$ cat src/hw/rtl/irac_pkg.sv
// Shared types, remote command codes and display/amplifier helper functions
// for the IR remote audio controller. No dependencies.
package irac_pkg;

  // Remote codes acted on as raw codes
  localparam logic [31:0] CODE_REPEAT = 32'hFFFF_FFFF;
  localparam logic [31:0] CODE_MUTE_A = 32'd16460501;
  localparam logic [31:0] CODE_MUTE_B = 32'd2155807485;
  localparam logic [31:0] CODE_IN_SEL = 32'd16476311;

  // Segment patterns, bit0 = A .. bit6 = G
  localparam logic [6:0] SEG_DASH  = 7'h40;
  localparam logic [6:0] SEG_BLANK = 7'h00;
  localparam logic [6:0] SEG_LTR_A = 7'h77;
  localparam logic [6:0] SEG_LTR_U = 7'h3E;
  localparam logic [6:0] SEG_LTR_P = 7'h73;
  localparam logic [6:0] SEG_LTR_C = 7'h39;

  // Amplifier input byte values
  localparam logic [7:0] INB_MUTED = 8'hE0;
  localparam logic [7:0] INB_PC    = 8'h20;
  localparam logic [7:0] INB_AUX   = 8'h00;

  localparam logic [15:0] CNT_MAX = 16'hFFFF;

  typedef enum logic [3:0] {
    CMD_NONE,
    CMD_AUX,
    CMD_PC,
    CMD_VOL_UP,
    CMD_VOL_DN,
    CMD_BASS_UP,
    CMD_BASS_DN,
    CMD_TREB_UP,
    CMD_TREB_DN
  } cmd_t;

  typedef struct packed {
    logic [15:0] accept_gap;
    logic [15:0] revert_delay;
    logic [5:0]  vol_limit;
  } cfg_t;

  typedef struct packed {
    logic [6:0] digit_left;
    logic [6:0] digit_right;
    logic       frame_send;
    logic [7:0] vol_byte;
    logic [7:0] input_byte;
    logic [7:0] tone_byte;
  } result_t;

  // Held-code command decode
  function automatic cmd_t decode_cmd(logic [31:0] code);
    cmd_t c;
    case (code)
      32'd2155836045, 32'd83573445:  c = CMD_AUX;
      32'd2155851855, 32'd83606085:  c = CMD_PC;
      32'd2155813095, 32'd16486511:  c = CMD_VOL_UP;
      32'd2155809015, 32'd16490591:  c = CMD_VOL_DN;
      32'd2155815135, 32'd16494671:  c = CMD_BASS_UP;
      32'd2155831965, 32'd16462541:  c = CMD_BASS_DN;
      32'd2155811055, 32'd16484471:  c = CMD_TREB_UP;
      32'd2155827885, 32'd16452341:  c = CMD_TREB_DN;
      default:                       c = CMD_NONE;
    endcase
    return c;
  endfunction

  function automatic logic [6:0] seg_font(logic [3:0] d);
    logic [6:0] s;
    case (d)
      4'd0:    s = 7'h3F;
      4'd1:    s = 7'h06;
      4'd2:    s = 7'h5B;
      4'd3:    s = 7'h4F;
      4'd4:    s = 7'h66;
      4'd5:    s = 7'h6D;
      4'd6:    s = 7'h7D;
      4'd7:    s = 7'h07;
      4'd8:    s = 7'h7F;
      4'd9:    s = 7'h67;
      default: s = SEG_BLANK;
    endcase
    return s;
  endfunction

  // Two-digit display of n in -9..99; returns {left, right}.
  // Tens digit via n*205 >> 11, exact for n < 100.
  function automatic logic [13:0] show_number(logic signed [7:0] n);
    logic [7:0]  neg;
    logic [14:0] prod;
    logic [3:0]  tens;
    logic [6:0]  tens_x10;
    logic [3:0]  ones;
    logic [13:0] r;
    neg      = 8'(-n);
    prod     = 15'(n[6:0]) * 15'd205;
    tens     = prod[14:11];
    tens_x10 = 7'(tens) * 7'd10;
    ones     = 4'(n[6:0] - tens_x10);
    if (n < 0) begin
      r = {SEG_DASH, seg_font(neg[3:0])};
    end else if (n < 8'sd10) begin
      r = {SEG_BLANK, seg_font(n[3:0])};
    end else begin
      r = {seg_font(tens), seg_font(ones)};
    end
    return r;
  endfunction

  // 255 at zero, else 96 - ceil(8v/5) floored at 0; (8v+4)/5 via *205 >> 10
  function automatic logic [7:0] vol_to_byte(logic [5:0] v);
    logic [8:0]  x;
    logic [16:0] prod;
    logic [6:0]  q;
    logic [7:0]  b;
    x    = {v, 3'b000} + 9'd4;
    prod = 17'(x) * 17'd205;
    q    = prod[16:10];
    if (v == 6'd0) begin
      b = 8'hFF;
    end else if (q > 7'd96) begin
      b = 8'h00;
    end else begin
      b = 8'd96 - 8'(q);
    end
    return b;
  endfunction

  // Sign flag set for positive levels, magnitude in the low three bits
  function automatic logic [3:0] tone_nibble(logic signed [3:0] v);
    logic [3:0] mag;
    mag = v[3] ? 4'(-v) : v;
    return {(!v[3] && (v != 4'sd0)), mag[2:0]};
  endfunction

endpackage

$ cat src/hw/rtl/ir_remote_audio_controller.sv
// IR remote audio controller: top level with input and result registers.
// Depends on irac_pkg, irac_cfg and irac_core.
//
// Usage:
// - Input channel (in_valid/in_ready, in_op, in_ir_code): each transfer is a
//   decoded remote code (in_op = 0) or a one-millisecond tick (in_op = 1).
// - Result channel (out_valid/out_ready): exactly one result per input
//   transfer, in order: both 7-segment digits, frame_send and the current
//   amplifier bytes (volume, input/mute, tone).
// - Config port (APB-style, pready tied high): accept_gap at 0x0,
//   revert_delay at 0x4, volume limit at 0x8. Write only while idle.
// - Path: an accepted item goes into the input register, then into the
//   result register once the result slot is free, and is offered from there.
// - Throughput: one transfer per cycle while out_ready is high; the whole
//   update is one pass of logic between the input and result registers.
// - Stall: when out_ready is low the result register holds; the input
//   register still takes one more item, then in_ready drops until the
//   result is taken.
// - Reset (rst_n low, synchronous): muted, aux input, volume 20, flat tone,
//   dashes on the display, both channels empty, registers to defaults.
module ir_remote_audio_controller import irac_pkg::*; (
  input  logic        clk,
  input  logic        rst_n,
  // input channel
  input  logic        in_valid,
  output logic        in_ready,
  input  logic        in_op,
  input  logic [31:0] in_ir_code,
  // result channel
  output logic        out_valid,
  input  logic        out_ready,
  output logic [6:0]  out_digit_left,
  output logic [6:0]  out_digit_right,
  output logic        out_frame_send,
  output logic [7:0]  out_vol_byte,
  output logic [7:0]  out_input_byte,
  output logic [7:0]  out_tone_byte,
  // configuration port
  input  logic        psel,
  input  logic        penable,
  input  logic        pwrite,
  input  logic [3:0]  paddr,
  input  logic [31:0] pwdata,
  output logic [31:0] prdata,
  output logic        pready
);

  cfg_t        cfg;
  result_t     res_nxt;
  result_t     res_r;

  logic        s1_valid_r, s1_valid_nxt;
  logic        s1_op_r;
  logic [31:0] s1_code_r;
  logic        out_valid_r, out_valid_nxt;
  logic        in_xfer;
  logic        step_en;

  // item in the input register moves on whenever the result slot frees up
  assign step_en  = s1_valid_r && (!out_valid_r || out_ready);
  assign in_ready = !s1_valid_r || step_en;
  assign in_xfer  = in_valid && in_ready;

  always_comb begin
    s1_valid_nxt = s1_valid_r;
    if (in_xfer) begin
      s1_valid_nxt = 1'b1;
    end else if (step_en) begin
      s1_valid_nxt = 1'b0;
    end
    out_valid_nxt = out_valid_r;
    if (step_en) begin
      out_valid_nxt = 1'b1;
    end else if (out_ready) begin
      out_valid_nxt = 1'b0;
    end
  end

  always_ff @(posedge clk) begin
    if (!rst_n) begin
      s1_valid_r  <= 1'b0;
      out_valid_r <= 1'b0;
    end else begin
      s1_valid_r  <= s1_valid_nxt;
      out_valid_r <= out_valid_nxt;
    end
  end

  // payload registers, no reset
  always_ff @(posedge clk) begin
    if (in_xfer) begin
      s1_op_r   <= in_op;
      s1_code_r <= in_ir_code;
    end
    if (step_en) begin
      res_r <= res_nxt;
    end
  end

  irac_cfg u_cfg (
    .clk     (clk),
    .rst_n   (rst_n),
    .psel    (psel),
    .penable (penable),
    .pwrite  (pwrite),
    .paddr   (paddr),
    .pwdata  (pwdata),
    .prdata  (prdata),
    .pready  (pready),
    .cfg     (cfg)
  );

  irac_core u_core (
    .clk     (clk),
    .rst_n   (rst_n),
    .step_en (step_en),
    .op      (s1_op_r),
    .ir_code (s1_code_r),
    .cfg     (cfg),
    .res_nxt (res_nxt)
  );

  assign out_valid       = out_valid_r;
  assign out_digit_left  = res_r.digit_left;
  assign out_digit_right = res_r.digit_right;
  assign out_frame_send  = res_r.frame_send;
  assign out_vol_byte    = res_r.vol_byte;
  assign out_input_byte  = res_r.input_byte;
  assign out_tone_byte   = res_r.tone_byte;

endmodule

$ cat src/hw/rtl/irac_cfg.sv
// APB-style configuration registers of the IR remote audio controller.
// Depends on irac_pkg (cfg_t).
module irac_cfg import irac_pkg::*; (
  input  logic        clk,
  input  logic        rst_n,
  input  logic        psel,
  input  logic        penable,
  input  logic        pwrite,
  input  logic [3:0]  paddr,
  input  logic [31:0] pwdata,
  output logic [31:0] prdata,
  output logic        pready,
  output cfg_t        cfg
);

  localparam logic [1:0] REG_ACCEPT_GAP   = 2'd0;
  localparam logic [1:0] REG_REVERT_DELAY = 2'd1;
  localparam logic [1:0] REG_VOL_LIMIT    = 2'd2;

  logic [15:0] accept_gap_r, accept_gap_nxt;
  logic [15:0] revert_delay_r, revert_delay_nxt;
  logic [5:0]  vol_limit_r, vol_limit_nxt;
  logic [1:0]  reg_idx;
  logic        wr_en;

  assign reg_idx = paddr[3:2];
  assign wr_en   = psel && penable && pwrite;
  assign pready  = 1'b1;

  always_comb begin
    accept_gap_nxt   = accept_gap_r;
    revert_delay_nxt = revert_delay_r;
    vol_limit_nxt    = vol_limit_r;
    if (wr_en) begin
      unique case (reg_idx)
        REG_ACCEPT_GAP:   accept_gap_nxt   = pwdata[15:0];
        REG_REVERT_DELAY: revert_delay_nxt = pwdata[15:0];
        REG_VOL_LIMIT:    vol_limit_nxt    = pwdata[5:0];
        default: ;
      endcase
    end
  end

  always_comb begin
    unique case (reg_idx)
      REG_ACCEPT_GAP:   prdata = 32'(accept_gap_r);
      REG_REVERT_DELAY: prdata = 32'(revert_delay_r);
      REG_VOL_LIMIT:    prdata = 32'(vol_limit_r);
      default:          prdata = 32'd0;
    endcase
  end

  always_ff @(posedge clk) begin
    if (!rst_n) begin
      accept_gap_r   <= 16'd200;
      revert_delay_r <= 16'd2000;
      vol_limit_r    <= 6'd60;
    end else begin
      accept_gap_r   <= accept_gap_nxt;
      revert_delay_r <= revert_delay_nxt;
      vol_limit_r    <= vol_limit_nxt;
    end
  end

  assign cfg.accept_gap   = accept_gap_r;
  assign cfg.revert_delay = revert_delay_r;
  assign cfg.vol_limit    = vol_limit_r;

endmodule

$ cat src/hw/rtl/irac_core.sv
// Controller state and the single-pass update for one code or tick item.
// Depends on irac_pkg (cfg_t, result_t, command decode, display helpers).
module irac_core import irac_pkg::*; (
  input  logic        clk,
  input  logic        rst_n,
  input  logic        step_en,
  input  logic        op,
  input  logic [31:0] ir_code,
  input  cfg_t        cfg,
  output result_t     res_nxt
);

  logic              muted_r, muted_nxt;
  logic              input_is_pc_r, input_is_pc_nxt;
  logic [5:0]        volume_r, volume_nxt;
  logic signed [3:0] bass_r, bass_nxt;
  logic signed [3:0] treble_r, treble_nxt;
  logic [31:0]       held_code_r, held_code_nxt;
  logic [6:0]        left_seg_r, left_seg_nxt;
  logic [6:0]        right_seg_r, right_seg_nxt;
  logic [15:0]       gap_cnt_r, gap_cnt_nxt;
  logic [15:0]       revert_cnt_r, revert_cnt_nxt;
  logic              revert_armed_r, revert_armed_nxt;

  logic        acted;
  logic        raw_mute;
  logic [6:0]  vol_inc;
  logic [5:0]  vol_dec;
  cmd_t        cmd;

  assign raw_mute = (ir_code == CODE_MUTE_A) || (ir_code == CODE_MUTE_B);
  assign vol_inc  = 7'(volume_r) + 7'd1;
  assign vol_dec  = volume_r - 6'd1;

  always_comb begin
    muted_nxt        = muted_r;
    input_is_pc_nxt  = input_is_pc_r;
    volume_nxt       = volume_r;
    bass_nxt         = bass_r;
    treble_nxt       = treble_r;
    held_code_nxt    = held_code_r;
    left_seg_nxt     = left_seg_r;
    right_seg_nxt    = right_seg_r;
    gap_cnt_nxt      = gap_cnt_r;
    revert_cnt_nxt   = revert_cnt_r;
    revert_armed_nxt = revert_armed_r;
    acted            = 1'b0;

    if (ir_code != CODE_REPEAT) begin
      cmd = decode_cmd(ir_code);
    end else begin
      cmd = decode_cmd(held_code_r);
    end

    if (step_en) begin
      if (!op) begin
        if (ir_code != CODE_REPEAT) held_code_nxt = ir_code;
        if (gap_cnt_r >= cfg.accept_gap) begin
          acted            = 1'b1;
          gap_cnt_nxt      = 16'd0;
          revert_cnt_nxt   = 16'd0;
          revert_armed_nxt = 1'b1;
          // while muted only the mute codes get through
          priority if (muted_r && !raw_mute) begin
          end else if (ir_code == CODE_IN_SEL) begin
            input_is_pc_nxt = !input_is_pc_r;
            {left_seg_nxt, right_seg_nxt} = input_is_pc_r ? {SEG_LTR_A, SEG_LTR_U}
                                                          : {SEG_LTR_P, SEG_LTR_C};
          end else if (raw_mute) begin
            muted_nxt = !muted_r;
            if (!muted_r) begin
              {left_seg_nxt, right_seg_nxt} = {SEG_DASH, SEG_DASH};
            end else begin
              {left_seg_nxt, right_seg_nxt} = show_number(8'(volume_r));
            end
          end else begin
            unique case (cmd)
              CMD_AUX: begin
                input_is_pc_nxt = 1'b0;
                {left_seg_nxt, right_seg_nxt} = {SEG_LTR_A, SEG_LTR_U};
              end
              CMD_PC: begin
                input_is_pc_nxt = 1'b1;
                {left_seg_nxt, right_seg_nxt} = {SEG_LTR_P, SEG_LTR_C};
              end
              CMD_VOL_UP: begin
                volume_nxt = (vol_inc > 7'(cfg.vol_limit)) ? cfg.vol_limit : vol_inc[5:0];
                {left_seg_nxt, right_seg_nxt} = show_number(8'(volume_nxt));
              end
              CMD_VOL_DN: begin
                priority if (volume_r == 6'd0) begin
                  volume_nxt = 6'd0;
                end else if (vol_dec > cfg.vol_limit) begin
                  volume_nxt = cfg.vol_limit;
                end else begin
                  volume_nxt = vol_dec;
                end
                {left_seg_nxt, right_seg_nxt} = show_number(8'(volume_nxt));
              end
              CMD_BASS_UP: begin
                bass_nxt = (bass_r >= 4'sd7) ? 4'sd7 : bass_r + 4'sd1;
                {left_seg_nxt, right_seg_nxt} = show_number(8'(bass_nxt));
              end
              CMD_BASS_DN: begin
                bass_nxt = (bass_r <= -4'sd7) ? -4'sd7 : bass_r - 4'sd1;
                {left_seg_nxt, right_seg_nxt} = show_number(8'(bass_nxt));
              end
              CMD_TREB_UP: begin
                treble_nxt = (treble_r >= 4'sd7) ? 4'sd7 : treble_r + 4'sd1;
                {left_seg_nxt, right_seg_nxt} = show_number(8'(treble_nxt));
              end
              CMD_TREB_DN: begin
                treble_nxt = (treble_r <= -4'sd7) ? -4'sd7 : treble_r - 4'sd1;
                {left_seg_nxt, right_seg_nxt} = show_number(8'(treble_nxt));
              end
              default: ;
            endcase
          end
        end
      end else begin
        if (gap_cnt_r != CNT_MAX) gap_cnt_nxt = gap_cnt_r + 16'd1;
        if (revert_armed_r && (revert_cnt_r != CNT_MAX)) begin
          revert_cnt_nxt = revert_cnt_r + 16'd1;
        end
      end

      // display falls back to volume once the revert delay has run out, unless muted
      if (revert_armed_nxt && (revert_cnt_nxt >= cfg.revert_delay)) begin
        revert_armed_nxt = 1'b0;
        if (!muted_nxt) {left_seg_nxt, right_seg_nxt} = show_number(8'(volume_nxt));
      end
    end
  end

  always_comb begin
    res_nxt.digit_left  = left_seg_nxt;
    res_nxt.digit_right = right_seg_nxt;
    res_nxt.frame_send  = acted;
    res_nxt.vol_byte    = vol_to_byte(volume_nxt);
    res_nxt.input_byte  = muted_nxt ? INB_MUTED : (input_is_pc_nxt ? INB_PC : INB_AUX);
    res_nxt.tone_byte   = {tone_nibble(bass_nxt), tone_nibble(treble_nxt)};
  end

  always_ff @(posedge clk) begin
    if (!rst_n) begin
      muted_r        <= 1'b1;
      input_is_pc_r  <= 1'b0;
      volume_r       <= 6'd20;
      bass_r         <= 4'sd0;
      treble_r       <= 4'sd0;
      held_code_r    <= 32'd0;
      left_seg_r     <= SEG_DASH;
      right_seg_r    <= SEG_DASH;
      gap_cnt_r      <= 16'd0;
      revert_cnt_r   <= 16'd0;
      revert_armed_r <= 1'b1;
    end else begin
      muted_r        <= muted_nxt;
      input_is_pc_r  <= input_is_pc_nxt;
      volume_r       <= volume_nxt;
      bass_r         <= bass_nxt;
      treble_r       <= treble_nxt;
      held_code_r    <= held_code_nxt;
      left_seg_r     <= left_seg_nxt;
      right_seg_r    <= right_seg_nxt;
      gap_cnt_r      <= gap_cnt_nxt;
      revert_cnt_r   <= revert_cnt_nxt;
      revert_armed_r <= revert_armed_nxt;
    end
  end

endmodule

$ cat config.mk
export PLATFORM = sky130hd
export DESIGN_NAME = ir_remote_audio_controller
export DESIGN_NICKNAME = d
export VERILOG_FILES = /design/src/hw/rtl/irac_pkg.sv /design/src/hw/rtl/ir_remote_audio_controller.sv /design/src/hw/rtl/irac_cfg.sv /design/src/hw/rtl/irac_core.sv
export SDC_FILE = /design/constraint.sdc
export NUM_CORES = 1
export LEC_CHECK = 0
export BUFFER_PORTS_ARGS = -buffer_cell sky130_fd_sc_hd__buf_2
export CAP_MARGIN = 20
export CORE_MARGIN = 2
export CORE_UTILIZATION = 50
export CTS_CLUSTER_DIAMETER = 120
export DETAILED_ROUTE_END_ITERATION = 10
export HOLD_SLACK_MARGIN = 0.1
export PLACE_DENSITY_LB_ADDON = 0.3
export SLEW_MARGIN = 10
export SYNTH_ARGS = -nofsm -noshare
export SYNTH_HDL_FRONTEND = slang
export SYNTH_SLANG_ARGS = --single-unit
$ cat constraint.sdc
create_clock -name clk -period 12.3 [get_ports clk]
set_clock_uncertainty 0.2 [all_clocks]
set_input_delay 1.23 -clock clk [delete_from_list [all_inputs] [get_ports clk]]
set_output_delay 1.23 -clock clk [all_outputs]
set_load 0.005 [all_outputs]
==> run summary <==
Top cell by count, worst path: ha_1
Worst R2R Start: u_core.volume_r[0]
Status: complete, no violations
Clk root buf: clkbuf_16
Post-synth top flop: dfxtp_1
Max-slew violation count: 0
Pwr dens: 107 mW/mm^2
GR Overflow Total: 0
Hold Violations, Final: 0
Register area: 0.00482 sq mm
Post-layout min period: 10,440 ps
Placeable core area: 0.0409 sq mm
I/O pin count: 150
Largest net degree at the start of global routing: 94
Number of detailed-route iterations in the first pass: 6
Seq cells post-synth: 208
Via count: 19,500
Die area: 0.0432 sq mm
Area of the multi-input gates: 0.0146 sq mm
Fmax: 95.8 MHz
Synthesized instance count: 2,611
Hold path depth: 2
Initial DRC count: 1,556
Clock sink total: 208
EDFF count, synth: 66
CTS tree: done
Max-Cap Viols: 0
N_diodes: 0
DRC: 0
Post-DP HPWL: 45,700 um
Layout fillers: 3,860
Endpoint of the worst hold path: u_core.held_code_r[0]
# resized after CTS: 0
Synth cell types: 101
Fraction of the mapped netlist area in simple logic gates: 22.8%
Slew HR: 27.2%
Mean post-synth cell area: 7.95 sq um
Die Span Y: 208 um
Slowest CP cell: dfxtp_1
Clock latency at the later pin of the worst-skew pair: 570 ps
Vias in the first global route: 18,600
CTS Buffer Depth: 3
Final TNS setup: 0 ps
Total Routed Length: 58,900 um
Largest family of logic cells by synthesized area: simple AND/OR/NAND/NOR gates
Yosys warns: 0
Routed len/inst: 18.3 um
Reg2reg end: out_digit_right[0]
Layout cells sized above 1: 8.28%
Post-synthesis mux area share: 2.69%
Total CTS buffers: 25
Row count: 74
Synth Area in XOR/XNOR: 3.44%
Number of vias per cell: 6.07
Final layout net count: 3,077
Final period utilization: 84.9%
Final setup vio count: 0
Post-synthesis compound-gate area fraction: 19.6%
DP Area: 0.0216 sq mm
Antenna viol nets, final: 0
Max FO, Critical Path: 15
Setup crit start kind: flip-flop
Htree depth: 1
Req. time, crit path: 12,410 ps
Adder-Cell Fraction of Synth Area: 21.6%
R2R depth: 35
Sequential share of the synthesized area: 23.2%
Startpoint of the worst hold path: u_core.held_code_r[0]
Max VDD drop: 0.000118 V
FFs w/ async S/R, synth: 0%
Lkg Pwr: 9.81 nW
GP Congestion: 0.962
Cell Area, Synth: 0.0208 sq mm
GR Util All Layers: 26.6%
RSZ-0062 raised after global routing: false
Fin area: 0.0225 sq mm
Post-CTS Hold Buffers: 0
Crit path capture type: flip-flop
First-pass GRT wire length: 95,500 um
Critical path type: reg2reg
CTS clk-pin slew, worst paths: 60 ps
Least-Margin Pin Slew: 1080 ps
Area growth syn-to-layout: 8.26%
Initial antenna violation count: 1
Crit path arrival time: 10,560 ps
Post-CTS setup buffer count: 0
Crit-path max cell delay: 740 ps
Port Buffers: 109
HP Class: reg2reg
Flop-to-flop setup slack: 1860 ps
Die W: 208 um
Initial Utilization: 50.7%
==> stage by stage <==
stage               std cells  power (W)  util [%]  setup slack (ps)  hold WS (ps)
floorplan                2631    0.00146         -              3200           240
global placement         3167    0.00162      52.8              1830           250
detailed placement       3168    0.00165      52.8              1600           263
CTS                      3213    0.00240      54.8              1550           268
global route             3214    0.00255      54.9               989           291
finish                   3214    0.00240      54.9              1860           265
==> layout by cell type (no fill, tap or decap), types with 27 or more instances in the layout <==
| master | n |
|---|---|
| a211oi_1 | 27 |
| a21o_1 | 30 |
| a21oi_1 | 200 |
| a31oi_1 | 32 |
| buf_2 | 109 |
| dfxtp_1 | 142 |
| edfxtp_1 | 66 |
| fa_1 | 35 |
| ha_1 | 302 |
| inv_1 | 214 |
| mux2i_1 | 49 |
| nand2_1 | 322 |
| nand3_1 | 103 |
| nand4_1 | 55 |
| nor2_1 | 212 |
| nor3_1 | 56 |
| o211ai_1 | 32 |
| o21ai_0 | 140 |
| xnor2_1 | 43 |
==> synth_stat cells, drive strengths merged (33+ instances only) <==
cell type | count | area (sq um)
clkbuf | 77 | 289
edfxtp | 66 | 1980
inv | 216 | 811
dfxtp | 142 | 2840
a21oi | 200 | 1000
nand2 | 323 | 1210
o211ai | 33 | 253
xnor2 | 46 | 437
fa | 35 | 701
nor2 | 212 | 796
nand4 | 56 | 365
buf | 44 | 275
mux2i | 49 | 490
o21ai | 157 | 786
ha | 302 | 3780
nand3 | 104 | 526
nor3 | 58 | 302
==> report_power, final <==
group | switching [W] | internal, W | total, W | leakage (nW)
Clock | 0.000320 | 0.000429 | 0.000749 | 0.404
Sequential | 0.0000271 | 0.000742 | 0.000769 | 1.78
Combinational | 0.000521 | 0.000356 | 0.000878 | 7.63
==> registers in the layout, indices dropped and copies added, names as in the netlist, 2 cells and up, named ones only <==
name                  cells
s1_code_r                32
u_core.held_code_r       32
u_cfg.accept_gap_r       16
u_cfg.revert_delay_r     16
u_core.gap_cnt_r         16
u_core.revert_cnt_r      16
out_tone_byte             8
out_vol_byte              8
out_digit_left            7
out_digit_right           7
u_core.left_seg_r         7
u_core.right_seg_r        7
u_cfg.vol_limit_r         6
u_core.volume_r           6
u_core.bass_r             4
u_core.treble_r           4
out_input_byte            2
==> critical path, delay by kind of cell, from the launching register on <==
kind | cells | cell delay (ps)
compound gates | 12 | 3390
xor+xnor | 3 | 670
fa+ha+maj | 7 | 2440
buf+inv | 4 | 860
flops | 1 | 740
mux | 1 | 120
simple gates | 8 | 1750
==> final cells by class <==
class                   instances  area share, %
clock buffers                  33           3.15
clock inverters                12          0.495
inverters                     221           3.69
multi-input cells            2081           65.1
flip-flops and latches        208           21.5
well taps                     532           2.96
repair buffers                127           3.12
==> cells by family after synthesis <==
| family | after synthesis |
|---|---|
| muxes | 55 |
| DFF | 208 |
| xor gates and xnor gates | 74 |
| AOI/OAI and AO/OA | 640 |
| buffers and inverters | 342 |
| and+or+nand+nor | 953 |
| other | 2 |
| adders and majority gates | 337 |
==> how the worst max path moves through the flow <==
stage,start,endpoint,slack [ps],depth (start not counted)
2_1_floorplan,u_core.volume_r[0],out_digit_right[0],3200,40
3_3_place_gp,u_core.volume_r[0],out_digit_right[0],1830,35
3_5_place_dp,u_core.volume_r[0],out_digit_right[0],1600,38
4_1_cts,u_core.volume_r[0],out_digit_right[0],1550,38
5_1_grt,u_core.volume_r[0],out_digit_right[0],990,39
6_report,u_core.volume_r[0],out_digit_right[0],1860,35
==> metal layers <==
layer  GRT usage (%)  part of all wire (%)
met4            8.24                   3.2
met1            34.9                    43
met2            45.9                    48
met3            2.87                   5.7
met5               0                     0
Note: power is estimated with default switching activity, not from simulation.
